**src/rtl/sps_pkg.sv**
```systemverilog
// ----------------------------------------------------------------------------
// sps_pkg
// Shared widths, codes and control types of the segmented plate stack.
// ----------------------------------------------------------------------------
`default_nettype none

package sps_pkg;

  localparam int KIND_W   = 2;
  localparam int VALUE_W  = 32;
  localparam int INDEX_W  = 4;
  localparam int STATUS_W = 2;
  localparam int INUSE_W  = 5;
  localparam int TOTAL_W  = 7;

  typedef enum logic [KIND_W-1:0] {
    KIND_PUSH   = 2'd0,
    KIND_POP    = 2'd1,
    KIND_POP_AT = 2'd2
  } kind_e;

  typedef enum logic [STATUS_W-1:0] {
    ST_OK        = 2'd0,
    ST_EMPTY     = 2'd1,
    ST_BAD_INDEX = 2'd2,
    ST_FULL      = 2'd3
  } status_e;

  // What the controller needs from the evaluation step.
  typedef enum logic [1:0] {
    ACT_FINISH = 2'd0,
    ACT_SCAN   = 2'd1,
    ACT_TAKE   = 2'd2
  } act_e;

  typedef enum logic [1:0] {
    S_IDLE  = 2'd0,
    S_EVAL  = 2'd1,
    S_FETCH = 2'd2
  } state_e;

  typedef struct packed {
    logic load;
    logic scan;
    logic take;
    logic finish;
    logic fetch_done;
  } cmd_t;

  typedef struct packed {
    act_e act;
  } dp_status_t;

endpackage

`default_nettype wire

```
**src/rtl/sps_req_if.sv**
```systemverilog
// ----------------------------------------------------------------------------
// sps_req_if
// Request channel of the plate stack: valid, ready and the request fields.
// ----------------------------------------------------------------------------
`default_nettype none

interface sps_req_if;
  logic                               valid;
  logic                               ready;
  logic [sps_pkg::KIND_W-1:0]         kind;
  logic signed [sps_pkg::VALUE_W-1:0] push_value;
  logic [sps_pkg::INDEX_W-1:0]        stack_index;

  modport source (output valid, kind, push_value, stack_index, input ready);
  modport sink (input valid, kind, push_value, stack_index, output ready);
endinterface

`default_nettype wire

```
**src/rtl/sps_rsp_if.sv**
```systemverilog
// ----------------------------------------------------------------------------
// sps_rsp_if
// Result channel of the plate stack: valid, ready and the result fields.
// ----------------------------------------------------------------------------
`default_nettype none

interface sps_rsp_if;
  logic                               valid;
  logic                               ready;
  logic signed [sps_pkg::VALUE_W-1:0] popped_value;
  logic [sps_pkg::STATUS_W-1:0]       status;
  logic [sps_pkg::INUSE_W-1:0]        stacks_in_use;
  logic [sps_pkg::TOTAL_W-1:0]        total_plates;

  modport source (output valid, popped_value, status, stacks_in_use, total_plates,
                  input ready);
  modport sink (input valid, popped_value, status, stacks_in_use, total_plates,
                output ready);
endinterface

`default_nettype wire

```
**src/rtl/sps_datapath.sv**
```systemverilog
// ----------------------------------------------------------------------------
// sps_datapath
// Plate and fill count memories, occupancy counters and the result register.
// ----------------------------------------------------------------------------
`default_nettype none

module sps_datapath #(
  parameter int PLATES_PER_STACK = 4,
  parameter int MAX_STACKS       = 16,
  parameter int VALUE_WIDTH      = 32
) (
  input  wire logic                               clk_i,
  input  wire logic                               rst_ni,
  input  wire sps_pkg::cmd_t                      cmd_i,
  output sps_pkg::dp_status_t                     status_o,
  input  wire logic [sps_pkg::KIND_W-1:0]         req_kind_i,
  input  wire logic signed [sps_pkg::VALUE_W-1:0] req_value_i,
  input  wire logic [sps_pkg::INDEX_W-1:0]        req_index_i,
  output logic signed [sps_pkg::VALUE_W-1:0]      rsp_popped_o,
  output logic [sps_pkg::STATUS_W-1:0]            rsp_status_o,
  output logic [sps_pkg::INUSE_W-1:0]             rsp_inuse_o,
  output logic [sps_pkg::TOTAL_W-1:0]             rsp_total_o
);

  localparam int DEPTH = PLATES_PER_STACK * MAX_STACKS;
  localparam int AW    = (DEPTH > 1) ? $clog2(DEPTH) : 1;
  localparam int FW    = $clog2(PLATES_PER_STACK + 1);
  localparam int OW    = $clog2(MAX_STACKS + 1);
  localparam int SW    = (MAX_STACKS > 1) ? $clog2(MAX_STACKS) : 1;
  localparam int TW    = $clog2(DEPTH + 1);

  localparam logic [FW-1:0] PLATES_F = FW'(PLATES_PER_STACK);
  localparam logic [AW-1:0] PLATES_A = AW'(PLATES_PER_STACK);

  // Request latched at acceptance.
  sps_pkg::kind_e       kind_q;
  logic [VALUE_WIDTH-1:0] value_q;
  logic [sps_pkg::INDEX_W-1:0] idx_q;

  logic [OW-1:0] open_q, open_d;
  logic [TW-1:0] total_q, total_d;

  logic [FW-1:0]          fill_mem [MAX_STACKS];
  logic [FW-1:0]          fill_rdata_q;
  logic [VALUE_WIDTH-1:0] plate_mem [DEPTH];
  logic [VALUE_WIDTH-1:0] plate_rdata_q;

  logic signed [sps_pkg::VALUE_W-1:0] res_popped_q;
  logic [sps_pkg::STATUS_W-1:0]       res_status_q;
  logic [sps_pkg::INUSE_W-1:0]        res_inuse_q;
  logic [sps_pkg::TOTAL_W-1:0]        res_total_q;

  logic [OW-1:0]   open_m1, open_m2;
  logic [SW-1:0]   s_last;
  logic            open_zero, fill_zero, last_full, idx_bad;
  logic            push_new, push_ok;
  sps_pkg::status_e eval_status;
  sps_pkg::act_e    act;
  logic [SW-1:0]   take_s, push_s;
  logic [FW-1:0]   push_slot, fill_m1;
  logic [AW-1:0]   push_addr, take_addr;

  logic            fill_rd_en;
  logic [SW-1:0]   fill_rd_addr;
  logic            fill_we;
  logic [SW-1:0]   fill_wa;
  logic [FW-1:0]   fill_wd;

  assign open_m1   = open_q - OW'(1);
  assign open_m2   = open_q - OW'(2);
  assign s_last    = SW'(open_m1);
  assign open_zero = (open_q == '0);
  assign fill_zero = (fill_rdata_q == '0);
  assign last_full = (fill_rdata_q >= PLATES_F);
  assign idx_bad   = (32'(idx_q) >= 32'(open_q));
  assign fill_m1   = fill_rdata_q - FW'(1);

  // Decision of the evaluation step, taken on the fill count just read.
  always_comb begin
    eval_status = sps_pkg::ST_OK;
    act         = sps_pkg::ACT_FINISH;
    push_new    = 1'b0;
    take_s      = s_last;
    case (kind_q)
      sps_pkg::KIND_PUSH: begin
        if (open_zero || last_full) begin
          if (32'(open_q) >= 32'(MAX_STACKS)) begin
            eval_status = sps_pkg::ST_FULL;
          end else begin
            push_new = 1'b1;
          end
        end
      end
      sps_pkg::KIND_POP: begin
        if (open_zero) begin
          eval_status = sps_pkg::ST_EMPTY;
        end else if (fill_zero) begin
          act = sps_pkg::ACT_SCAN;
        end else begin
          act = sps_pkg::ACT_TAKE;
        end
      end
      sps_pkg::KIND_POP_AT: begin
        take_s = SW'(idx_q);
        if (idx_bad) begin
          eval_status = sps_pkg::ST_BAD_INDEX;
        end else if (fill_zero) begin
          eval_status = sps_pkg::ST_EMPTY;
        end else begin
          act = sps_pkg::ACT_TAKE;
        end
      end
      default: begin
      end
    endcase
  end

  assign status_o.act = act;

  assign push_ok   = (kind_q == sps_pkg::KIND_PUSH) && (eval_status == sps_pkg::ST_OK);
  assign push_s    = push_new ? SW'(open_q) : s_last;
  assign push_slot = push_new ? '0 : fill_rdata_q;
  assign push_addr = AW'(push_s) * PLATES_A + AW'(push_slot);
  assign take_addr = AW'(take_s) * PLATES_A + AW'(fill_m1);

  // Fill count memory port control.
  always_comb begin
    fill_rd_en   = 1'b0;
    fill_rd_addr = s_last;
    fill_we      = 1'b0;
    fill_wa      = push_s;
    fill_wd      = FW'(push_slot + FW'(1));
    if (cmd_i.load) begin
      fill_rd_en = 1'b1;
      if (sps_pkg::kind_e'(req_kind_i) == sps_pkg::KIND_POP_AT) begin
        fill_rd_addr = SW'(req_index_i);
      end
    end else if (cmd_i.scan) begin
      fill_rd_en   = 1'b1;
      fill_rd_addr = SW'(open_m2);
    end
    if (cmd_i.finish && push_ok) begin
      fill_we = 1'b1;
    end else if (cmd_i.take) begin
      fill_we = 1'b1;
      fill_wa = take_s;
      fill_wd = fill_m1;
    end
  end

  // Counter updates.
  always_comb begin
    open_d  = open_q;
    total_d = total_q;
    if (cmd_i.finish && push_ok) begin
      open_d  = open_q + OW'(push_new);
      total_d = total_q + TW'(1);
    end else if (cmd_i.scan) begin
      open_d = open_m1;
    end else if (cmd_i.take) begin
      total_d = total_q - TW'(1);
      // A plain pop closes the last substack when it runs dry.
      if (kind_q == sps_pkg::KIND_POP && fill_m1 == '0) begin
        open_d = open_m1;
      end
    end
  end

  always_ff @(posedge clk_i or negedge rst_ni) begin
    if (!rst_ni) begin
      open_q  <= '0;
      total_q <= '0;
    end else begin
      open_q  <= open_d;
      total_q <= total_d;
    end
  end

  always_ff @(posedge clk_i) begin
    if (fill_rd_en) begin
      fill_rdata_q <= fill_mem[fill_rd_addr];
    end
    if (fill_we) begin
      fill_mem[fill_wa] <= fill_wd;
    end
  end

  always_ff @(posedge clk_i) begin
    if (cmd_i.take) begin
      plate_rdata_q <= plate_mem[take_addr];
    end
    if (cmd_i.finish && push_ok) begin
      plate_mem[push_addr] <= value_q;
    end
  end

  always_ff @(posedge clk_i) begin
    if (cmd_i.load) begin
      kind_q  <= sps_pkg::kind_e'(req_kind_i);
      value_q <= VALUE_WIDTH'($unsigned(req_value_i));
      idx_q   <= req_index_i;
    end
    if (cmd_i.finish) begin
      res_popped_q <= '0;
      res_status_q <= eval_status;
      res_inuse_q  <= sps_pkg::INUSE_W'(open_d);
      res_total_q  <= sps_pkg::TOTAL_W'(total_d);
    end else if (cmd_i.fetch_done) begin
      res_popped_q <= sps_pkg::VALUE_W'(plate_rdata_q);
      res_status_q <= sps_pkg::ST_OK;
      res_inuse_q  <= sps_pkg::INUSE_W'(open_q);
      res_total_q  <= sps_pkg::TOTAL_W'(total_q);
    end
  end

  assign rsp_popped_o = res_popped_q;
  assign rsp_status_o = res_status_q;
  assign rsp_inuse_o  = res_inuse_q;
  assign rsp_total_o  = res_total_q;

endmodule

`default_nettype wire

```
**src/rtl/sps_controller.sv**
```systemverilog
// ----------------------------------------------------------------------------
// sps_controller
// Sequencer of the plate stack: accept, evaluate, fetch and hand over.
// ----------------------------------------------------------------------------
`default_nettype none

module sps_controller (
  input  wire logic                clk_i,
  input  wire logic                rst_ni,
  input  wire logic                req_valid_i,
  output logic                     req_ready_o,
  output logic                     rsp_valid_o,
  input  wire logic                rsp_ready_i,
  input  wire sps_pkg::dp_status_t status_i,
  output sps_pkg::cmd_t            cmd_o
);

  sps_pkg::state_e state_q, state_d;
  logic            out_valid_q, out_valid_d;
  logic            out_free;

  // The result register may be refilled once it is empty or its result is taken.
  assign out_free    = !out_valid_q || rsp_ready_i;
  assign req_ready_o = (state_q == sps_pkg::S_IDLE);
  assign rsp_valid_o = out_valid_q;

  always_comb begin
    state_d = state_q;
    cmd_o   = '0;
    case (state_q)
      sps_pkg::S_IDLE: begin
        if (req_valid_i) begin
          cmd_o.load = 1'b1;
          state_d    = sps_pkg::S_EVAL;
        end
      end
      sps_pkg::S_EVAL: begin
        case (status_i.act)
          sps_pkg::ACT_SCAN: begin
            cmd_o.scan = 1'b1;
          end
          sps_pkg::ACT_TAKE: begin
            cmd_o.take = 1'b1;
            state_d    = sps_pkg::S_FETCH;
          end
          sps_pkg::ACT_FINISH: begin
            if (out_free) begin
              cmd_o.finish = 1'b1;
              state_d      = sps_pkg::S_IDLE;
            end
          end
          default: begin
          end
        endcase
      end
      sps_pkg::S_FETCH: begin
        if (out_free) begin
          cmd_o.fetch_done = 1'b1;
          state_d          = sps_pkg::S_IDLE;
        end
      end
      default: begin
        state_d = sps_pkg::S_IDLE;
      end
    endcase
  end

  always_comb begin
    out_valid_d = out_valid_q;
    if (cmd_o.finish || cmd_o.fetch_done) begin
      out_valid_d = 1'b1;
    end else if (rsp_ready_i) begin
      out_valid_d = 1'b0;
    end
  end

  always_ff @(posedge clk_i or negedge rst_ni) begin
    if (!rst_ni) begin
      state_q     <= sps_pkg::S_IDLE;
      out_valid_q <= 1'b0;
    end else begin
      state_q     <= state_d;
      out_valid_q <= out_valid_d;
    end
  end

endmodule

`default_nettype wire

```
**src/rtl/segmented_plate_stack.sv**
```systemverilog
// ----------------------------------------------------------------------------
// segmented_plate_stack: fixed-size substacks used together as one stack.
// Steps: a request is accepted, evaluated on its registered fill count read and
// finished into the result register; a pop or pop-at that removes a value adds a
// registered plate fetch, and a pop first scans to close each trailing empty substack.
// A new request is taken only in idle; finish and fetch wait while a result is held.
// Reset clears counters and control at once; the memories keep their contents.
// ----------------------------------------------------------------------------
`default_nettype none

module segmented_plate_stack #(
  parameter int PLATES_PER_STACK = 4,
  parameter int MAX_STACKS       = 16,
  parameter int VALUE_WIDTH      = 32
) (
  input  wire logic clk_i,
  input  wire logic rst_ni,
  sps_req_if.sink   req_i,
  sps_rsp_if.source rsp_o
);

  sps_pkg::cmd_t       cmd;
  sps_pkg::dp_status_t dp_status;

  sps_controller u_ctrl (
    .clk_i       (clk_i),
    .rst_ni      (rst_ni),
    .req_valid_i (req_i.valid),
    .req_ready_o (req_i.ready),
    .rsp_valid_o (rsp_o.valid),
    .rsp_ready_i (rsp_o.ready),
    .status_i    (dp_status),
    .cmd_o       (cmd)
  );

  sps_datapath #(
    .PLATES_PER_STACK (PLATES_PER_STACK),
    .MAX_STACKS       (MAX_STACKS),
    .VALUE_WIDTH      (VALUE_WIDTH)
  ) u_dp (
    .clk_i        (clk_i),
    .rst_ni       (rst_ni),
    .cmd_i        (cmd),
    .status_o     (dp_status),
    .req_kind_i   (req_i.kind),
    .req_value_i  (req_i.push_value),
    .req_index_i  (req_i.stack_index),
    .rsp_popped_o (rsp_o.popped_value),
    .rsp_status_o (rsp_o.status),
    .rsp_inuse_o  (rsp_o.stacks_in_use),
    .rsp_total_o  (rsp_o.total_plates)
  );

endmodule

`default_nettype wire

```
**src/flat_wrapper.sv**
```systemverilog
// flat-port wrapper written by rule: the top's interface ports become plain ports
module segmented_plate_stack_flat 
#(
  parameter int PLATES_PER_STACK = 4,
  parameter int MAX_STACKS       = 16,
  parameter int VALUE_WIDTH      = 32
)
  (clk_i, rst_ni, req_i_valid, req_i_kind, req_i_push_value, req_i_stack_index, req_i_ready, rsp_o_valid, rsp_o_popped_value, rsp_o_status, rsp_o_stacks_in_use, rsp_o_total_plates, rsp_o_ready);
  sps_req_if req_i_i ();
  sps_rsp_if rsp_o_i ();
  input  wire logic clk_i;
  input  wire logic rst_ni;
  input wire logic [$bits(req_i_i.valid)-1:0] req_i_valid;
  input wire logic [$bits(req_i_i.kind)-1:0] req_i_kind;
  input wire logic [$bits(req_i_i.push_value)-1:0] req_i_push_value;
  input wire logic [$bits(req_i_i.stack_index)-1:0] req_i_stack_index;
  output wire logic [$bits(req_i_i.ready)-1:0] req_i_ready;
  output wire logic [$bits(rsp_o_i.valid)-1:0] rsp_o_valid;
  output wire logic [$bits(rsp_o_i.popped_value)-1:0] rsp_o_popped_value;
  output wire logic [$bits(rsp_o_i.status)-1:0] rsp_o_status;
  output wire logic [$bits(rsp_o_i.stacks_in_use)-1:0] rsp_o_stacks_in_use;
  output wire logic [$bits(rsp_o_i.total_plates)-1:0] rsp_o_total_plates;
  input wire logic [$bits(rsp_o_i.ready)-1:0] rsp_o_ready;
  assign req_i_i.valid = req_i_valid;
  assign req_i_i.kind = req_i_kind;
  assign req_i_i.push_value = req_i_push_value;
  assign req_i_i.stack_index = req_i_stack_index;
  assign req_i_ready = req_i_i.ready;
  assign rsp_o_valid = rsp_o_i.valid;
  assign rsp_o_popped_value = rsp_o_i.popped_value;
  assign rsp_o_status = rsp_o_i.status;
  assign rsp_o_stacks_in_use = rsp_o_i.stacks_in_use;
  assign rsp_o_total_plates = rsp_o_i.total_plates;
  assign rsp_o_i.ready = rsp_o_ready;
  segmented_plate_stack #(.PLATES_PER_STACK(PLATES_PER_STACK), .MAX_STACKS(MAX_STACKS), .VALUE_WIDTH(VALUE_WIDTH)) u_core (.clk_i(clk_i), .rst_ni(rst_ni), .req_i(req_i_i), .rsp_o(rsp_o_i));
endmodule
```
**config.mk**
```make
export PLATFORM = sky130hd
export DESIGN_NAME = segmented_plate_stack_flat
export DESIGN_NICKNAME = d
export VERILOG_FILES = /design/src/rtl/sps_pkg.sv /design/src/rtl/sps_req_if.sv /design/src/rtl/sps_rsp_if.sv /design/src/rtl/sps_datapath.sv /design/src/rtl/sps_controller.sv /design/src/rtl/segmented_plate_stack.sv /design/src/flat_wrapper.sv
export SDC_FILE = /design/constraint.sdc
export NUM_CORES = 2
export LEC_CHECK = 0
export BUFFER_PORTS_ARGS = -buffer_cell sky130_fd_sc_hd__buf_2
export CORE_ASPECT_RATIO = 0.8
export CORE_MARGIN = 1
export CORE_UTILIZATION = 30
export DETAILED_ROUTE_END_ITERATION = 8
export PLACE_DENSITY = 0.45
export SLEW_MARGIN = 10
export SYNTH_ARGS = -nofsm -noshare
export SYNTH_HDL_FRONTEND = slang
export SYNTH_SLANG_ARGS = --single-unit
```
**constraint.sdc**
```tcl
create_clock -name clk_i -period 5.35 [get_ports clk_i]
set_clock_uncertainty 0.1 [all_clocks]
set_input_delay 0 -clock clk_i [delete_from_list [all_inputs] [get_ports clk_i]]
set_output_delay 0 -clock clk_i [all_outputs]
set_load 0.05 [all_outputs]
```
Word-level counts from Yosys, hierarchy flattened
Memories as Yosys holds them, arrays and structs flattened. A register that Yosys moved wholly into a read port is not among the register bits.
Index checks and enable logic that the tools add are counted.
- register bits after elaboration: 99
- bits in writable memories: 2096
- bits of input ports: 42
- memories kept: 2
- $add $sub $neg: 9
- magnitude comparators: 3
- equal/unequal tests: 9
- mux-type cells: 59
- reductions and logical operators: 17
- memories (name ; words ; width ; rd ports ; clocked after Yosys merged registers in ; wr ports ; RTL line ; source):
    u_core.u_dp.plate_mem ; 64 ; 32 ; 1 ; 1 ; 1 ; sps_datapath.sv:45 ; logic [VALUE_WIDTH-1:0] plate_mem [DEPTH];
    u_core.u_dp.fill_mem ; 16 ; 3 ; 1 ; 1 ; 1 ; sps_datapath.sv:43 ; logic [FW-1:0] fill_mem [MAX_STACKS];
- operator list (operator ; count):
    $mux W7 ; 5
    $mux W5 ; 6
    $mux W4 ; 7
    $mux W1 ; 22
    $mux W2 ; 11
    $add A6 B3 Y6 ; 2
    $mux W3 ; 4
    $pmux W2 S3 ; 2
    $eq A2 B2 Y1 const B ; 4
    $logic_not A2 Y1 ; 4
    $pmux W2 S2 ; 2
    $add A7 B1 Y7 const B ; 1
    $sub A7 B1 Y7 const B ; 1
    $eq A2 B1 Y1 const B ; 3
    $logic_not A3 Y1 ; 2
    $add A5 B1 Y5 ; 1
    $ge A4 B5 Y1 ; 1
    $ge A5 B5 Y1 const B ; 1
    $logic_not A5 Y1 ; 1
    $sub A5 B1 Y5 const B ; 1
    $reduce_bool A2 Y1 ; 2
    $sub A4 B2 Y4 const B ; 1
    $add A3 B1 Y3 const B ; 1
    $ge A3 B3 Y1 const B ; 1
    other kinds (7) ; 11

Logic depth before layout (Yosys ltp)
- depth after elaboration: 11
- gate-level depth with buffers: 17
- mapped depth without buffers: 13

Cells and area by module
A second synthesis with hierarchy kept.
- cell total of the unflattened synthesis: 4139
- area, all modules: 86384.1 sq um
- modules (own cells, without submodules) (module ; instances ; cells each ; area an instance (sq um)):
    sps_datapath ; 1 ; 4119 ; 86207.7
    sps_controller ; 1 ; 20 ; 176.4

Worst setup path before layout
No wires, ideal clock.
- path type: reg-to-reg
- from: reg u_core.u_dp.fill_rdata_q[0] (read register of u_core.u_dp.fill_mem)
- to: mem u_core.u_dp.plate_mem[35][0] (enable)
- arrival: 5375 ps
- data required time: 4829 ps
- slack: -547 ps
- stages on the path, launching flop included: 18
- path buffers: 5
- period minus slack after synthesis: 5897 ps
- cells stage by stage: edfxtp_1 -> clkbuf_1 -> buf_2 -> buf_2 -> clkbuf_1 -> inv_1 -> ha_1 -> ha_1 -> o311ai_4 -> inv_2 -> ha_1 -> inv_1 -> ha_1 -> ha_1 -> xnor3_1 -> or3_1 -> clkbuf_1 -> nor2_1
- cells in the longest elaborated chain, start to end: 10
- elaborated cells on any way between the ends: 25
- RTL lines (element ; RTL line ; source):
    from (decl) ; sps_datapath.sv:44 ; logic [FW-1:0] fill_rdata_q;
    branches (longest 10 deep; another with $add A6 B3 Y6) ; - ;
    to (decl) ; sps_datapath.sv:45 ;
Several ways; the timed one is not identified.

Final worst setup path
- from: reg u_core.u_dp.open_q[0]
- to: mem u_core.u_dp.plate_mem[37][18] (enable)
- cells in the longest elaborated chain, start to end: 9
- elaborated cells on any way between the ends: 27
- RTL lines (element ; RTL line ; source):
    from (decl) ; sps_datapath.sv:40 ; logic [OW-1:0] open_q, open_d;
    from (signal assigned) ; sps_datapath.sv:174 ; open_q <= open_d;
    branches (longest 9 deep; another with $add A6 B3 Y6) ; - ;
Several ways; the timed one is not identified.

==> impl_results.md <==
- Rows: 174
- Post-route clock period utilization: 90.2%
- Fraction of layout cells with a size suffix above 1: ~31%
- Net Switching: 22.9 mW
- Vias/cell: roughly 5
- Slew margin rel.: 12.3%
- Vias in the first global route: 40998
- Post-synth ARST share: 0.673%
- DP Worst Slack: 0.566 ns
- Dpl cell area: 92500 µm²
- Die area: approximately 290000 µm²
- Seq pwr share: between 30% and 40%
- #FFs+latches synth: about 2200
- Max Cap Viol: 0
- Clk buf depth: 4
- R2r setup slk: 0.53 ns
- Syn Inst Count: approximately 3700
- Initial core utilization: between 30% and 40%
- Starting DRC count in detailed routing: 4046
- Total power: 63.6 mW
- Setup ws final: 0.526 ns
- GRT Residual Overflow: 0
- Mean Syn Cell Area: 23.2 µm²
- Status: complete, no violations
- Worst skew pair latency: around 0.90 ns
- Fin. Hold Viols: 0
- Tmin final: roughly 4.8 ns
- Setup-failing EPs final: 0
- DRC viols: 0
- Critical Path Sink Type: register
- Layout fillers: 25920
- R2r startpoint: u_core.u_dp.open_q[0]
- Number of synthesized flops with an enable pin: around 2200
- CTS tree: done
- Crit path DAT: 5.28 ns
- Worst setup path endpoint: u_core.u_dp.plate_mem[37][18]
- Total GRT Usage: 16.4%
- WP data required: 5.80 ns
- IR drop worst, VDD: 0.000586 V
- Critical path class: register to register
- Primary FF master, synth: edfxtp_1
- FF-to-FF End: u_core.u_dp.plate_mem[37][18]
- Die Height: 479 µm
- Fin. max-slew vios: 0
- RSZ-0062 raised after global routing: false
- Dpl hpwl: 135000 µm
- H-tree Lvls: 4
- Synth unique cells: 64
- Internal: 40.7 mW
- PwrDens: 631 nW/µm²
- Post-Syn Area: 85500 µm²
- RePlAce Congestion: 0.750
- P&R area growth vs syn: 17.9%
- Cell with the most instances after synthesis: edfxtp_1
- Reg2Reg Depth: 13
- Final Instance Area: 101000 µm²
- Most frequent cells after synthesis: edfxtp_1, mux4_2, nand2_1, clkbuf_1, nor2_1
- Clk pin slew, worst setup/hold paths: 0.06 ns
- Combinational power share: 41.5%
- Buffers on Ports: 89
- CTS Buf Count: about 240
- Placed cell count: 7558
- Leakage: between 30 and 40 nW
- Ys Warns: 0
- Layout Cells excl Fill: about 8100
- Core area: 282000 µm²
- CP Max Fanout: 21
- Mapped Nets: 3757
- DR WL/cell: 29.3 µm
- Fmax: 207 MHz
- Antenna Nets Post-Route: 0
- Top cells by area, synth: edfxtp_1, mux4_2, dfxtp_1, nand2_1, clkbuf_1
- Sink Count: 2230
- Nets: 4160
- Post-CTS resize count: 0
- Initial antenna violation count: 7
- Final wirelength: around 240000 µm
- Worst setup SP type: register
- I/O Pins: 90
- Slew @ Worst Pin: ~1.3 ns
- Seq/Total Area, Yosys: 77.9%
- Hold WC Path Type: input port to async pin
- Setup Total Neg Slack: 0 ns
- First-pass GRT wire length: 331000 µm
- Largest area contributor in the netlist: edfxtp_1
- Routed vias: 39783
- Top cell type's share of synthesized area: 76.7%
- Crit path launch: u_core.u_dp.open_q[0]
- Clock power share: between 20% and 30%
- DIE WIDTH: 599 µm
- Net Sw Frac: 36.0%
- Drt first pass iters: 5
- Largest net degree at the start of global routing: 99
- Root buffer cell: clkbuf_16
-- worst max-delay path, cell delays in order, from the launching register on --
cell and delay, ns:
dfrtp_1 0.48, inv_1 0.17, ha_1 0.23, nor3b_2 0.18, o311ai_4 0.39, inv_2 0.11, ha_1 0.35, inv_1 0.06
ha_1 0.20, ha_1 0.21, xnor3_1 0.48, or3_1 0.73, nor2_4 0.53, buf_12 0.24
-- timing repair --
action | 4_1_cts | 5_1_grt
setup buffers | 0 | 0
hold endpoints to repair | 83 | 0
hold buffers | 81 | 0
-- cell usage in the layout, fill, tap and decap left out, drive strengths merged, types with 8 or more instances in the layout --
cell type and count:
a21oi 61, a22oi 43, buf 279, bufinv 25, clkbuf 283, clkinv 100
dfrtp 15, dfxtp 32, dlygate4sd3 81, edfxtp 2183, ha 26, inv 34
mux2i 25, mux4 640, nand2 155, nand2b 10, nand3 17, nor2 107
nor3 8, o21ai 24, xnor2 24
-- area by class of cell --
cell class	instances	area, µm²	share of cell area (%)
tap	3784	4730	4.70
clock inverter	139	1330	1.32
inverter	25	93.8	0.0931
sequential	2230	66600	66.1
timing repair buffer	360	3370	3.35
multi-input combinational	1240	18600	18.4
clock buffer	283	6100	6.06
antenna	1	2.50	0.00248
-- cell families (layout without fill, tap and decap cells) --
| kind of cell | after synthesis | after routing | synth area share [%] |
|---|---|---|---|
| AOI/OAI and AO/OA | 176 | 176 | 1.43 |
| buffers and inverters | 219 | 807 | 1.09 |
| DFF | 2230 | 2230 | 77.9 |
| adders and majority gates | 26 | 26 | 0.381 |
| other | 0 | 1 | 0 |
| and+or+nand+nor | 342 | 342 | 1.75 |
| muxes | 667 | 667 | 17.2 |
| xor gates and xnor gates | 29 | 29 | 0.313 |
-- per-stage QoR --
stage	util [%]	hold WS (ns)
floorplan	-	-0.396
global placement	32.8	-0.150
detailed placement	32.8	-0.145
CTS	35.7	0.166
global route	35.7	0.219
finish	35.7	0.212
-- worst min path at each step --
| stage | slack (ns) | cells after the start | endpoint | start |
|---|---|---|---|---|
| after global routing | 0.22 | 3 | u_core.u_dp.value_q[7] | req_i_push_value[7] |
| after CTS | 0.17 | 3 | u_core.u_dp.total_q[3] | rst_ni |
| final | 0.21 | 3 | u_core.u_ctrl.state_q[1] | rst_ni |
| after detailed placement | -0.14 | 1 | u_core.u_dp.total_q[6] | rst_ni |
| after floorplan | -0.40 | 0 | u_core.u_ctrl.rsp_valid_o | rst_ni |
| after global placement | -0.15 | 1 | u_core.u_dp.total_q[6] | rst_ni |
-- per-layer routing --
layer,vias up,global-route usage [%],routed length [µm]
li1,16508,-,-
met1,21944,23.7,108000
met2,1019,25.6,110000
met3,306,2.91,12300
met4,6,4.18,5810
met5,-,0,38
-- state kept, by name, summed over array words and instances (netlist names) --
signal                     cells
u_core.u_dp.plate_mem       2048
u_core.u_dp.fill_mem          48
u_core.u_dp.plate_rdata_q     32
u_core.u_dp.rsp_popped_o      32
u_core.u_dp.value_q           32
u_core.u_dp.rsp_total_o        7
u_core.u_dp.total_q            7
u_core.u_dp.open_q             5
u_core.u_dp.rsp_inuse_o        5
u_core.u_dp.idx_q              4
u_core.u_dp.fill_rdata_q       3
u_core.u_ctrl.state_q          2
u_core.u_dp.kind_q             2
u_core.u_dp.rsp_status_o       2
u_core.u_ctrl.rsp_valid_o      1
-- power groups by stage --
| stage | clock network (mW) | logic, mW | registers [mW] |
|---|---|---|---|
| 2_1_floorplan | 0 | 15.5 | 22.2 |
| 3_3_place_gp | 0 | 27.2 | 21.4 |
| 3_5_place_dp | 0 | 27.2 | 21.4 |
| 4_1_cts | 16.5 | 27.3 | 21.1 |
| 5_1_grt | 17.2 | 28.0 | 21.1 |
| 6_report | 16.1 | 26.4 | 21.1 |
Power figures use the tool's default switching activity.
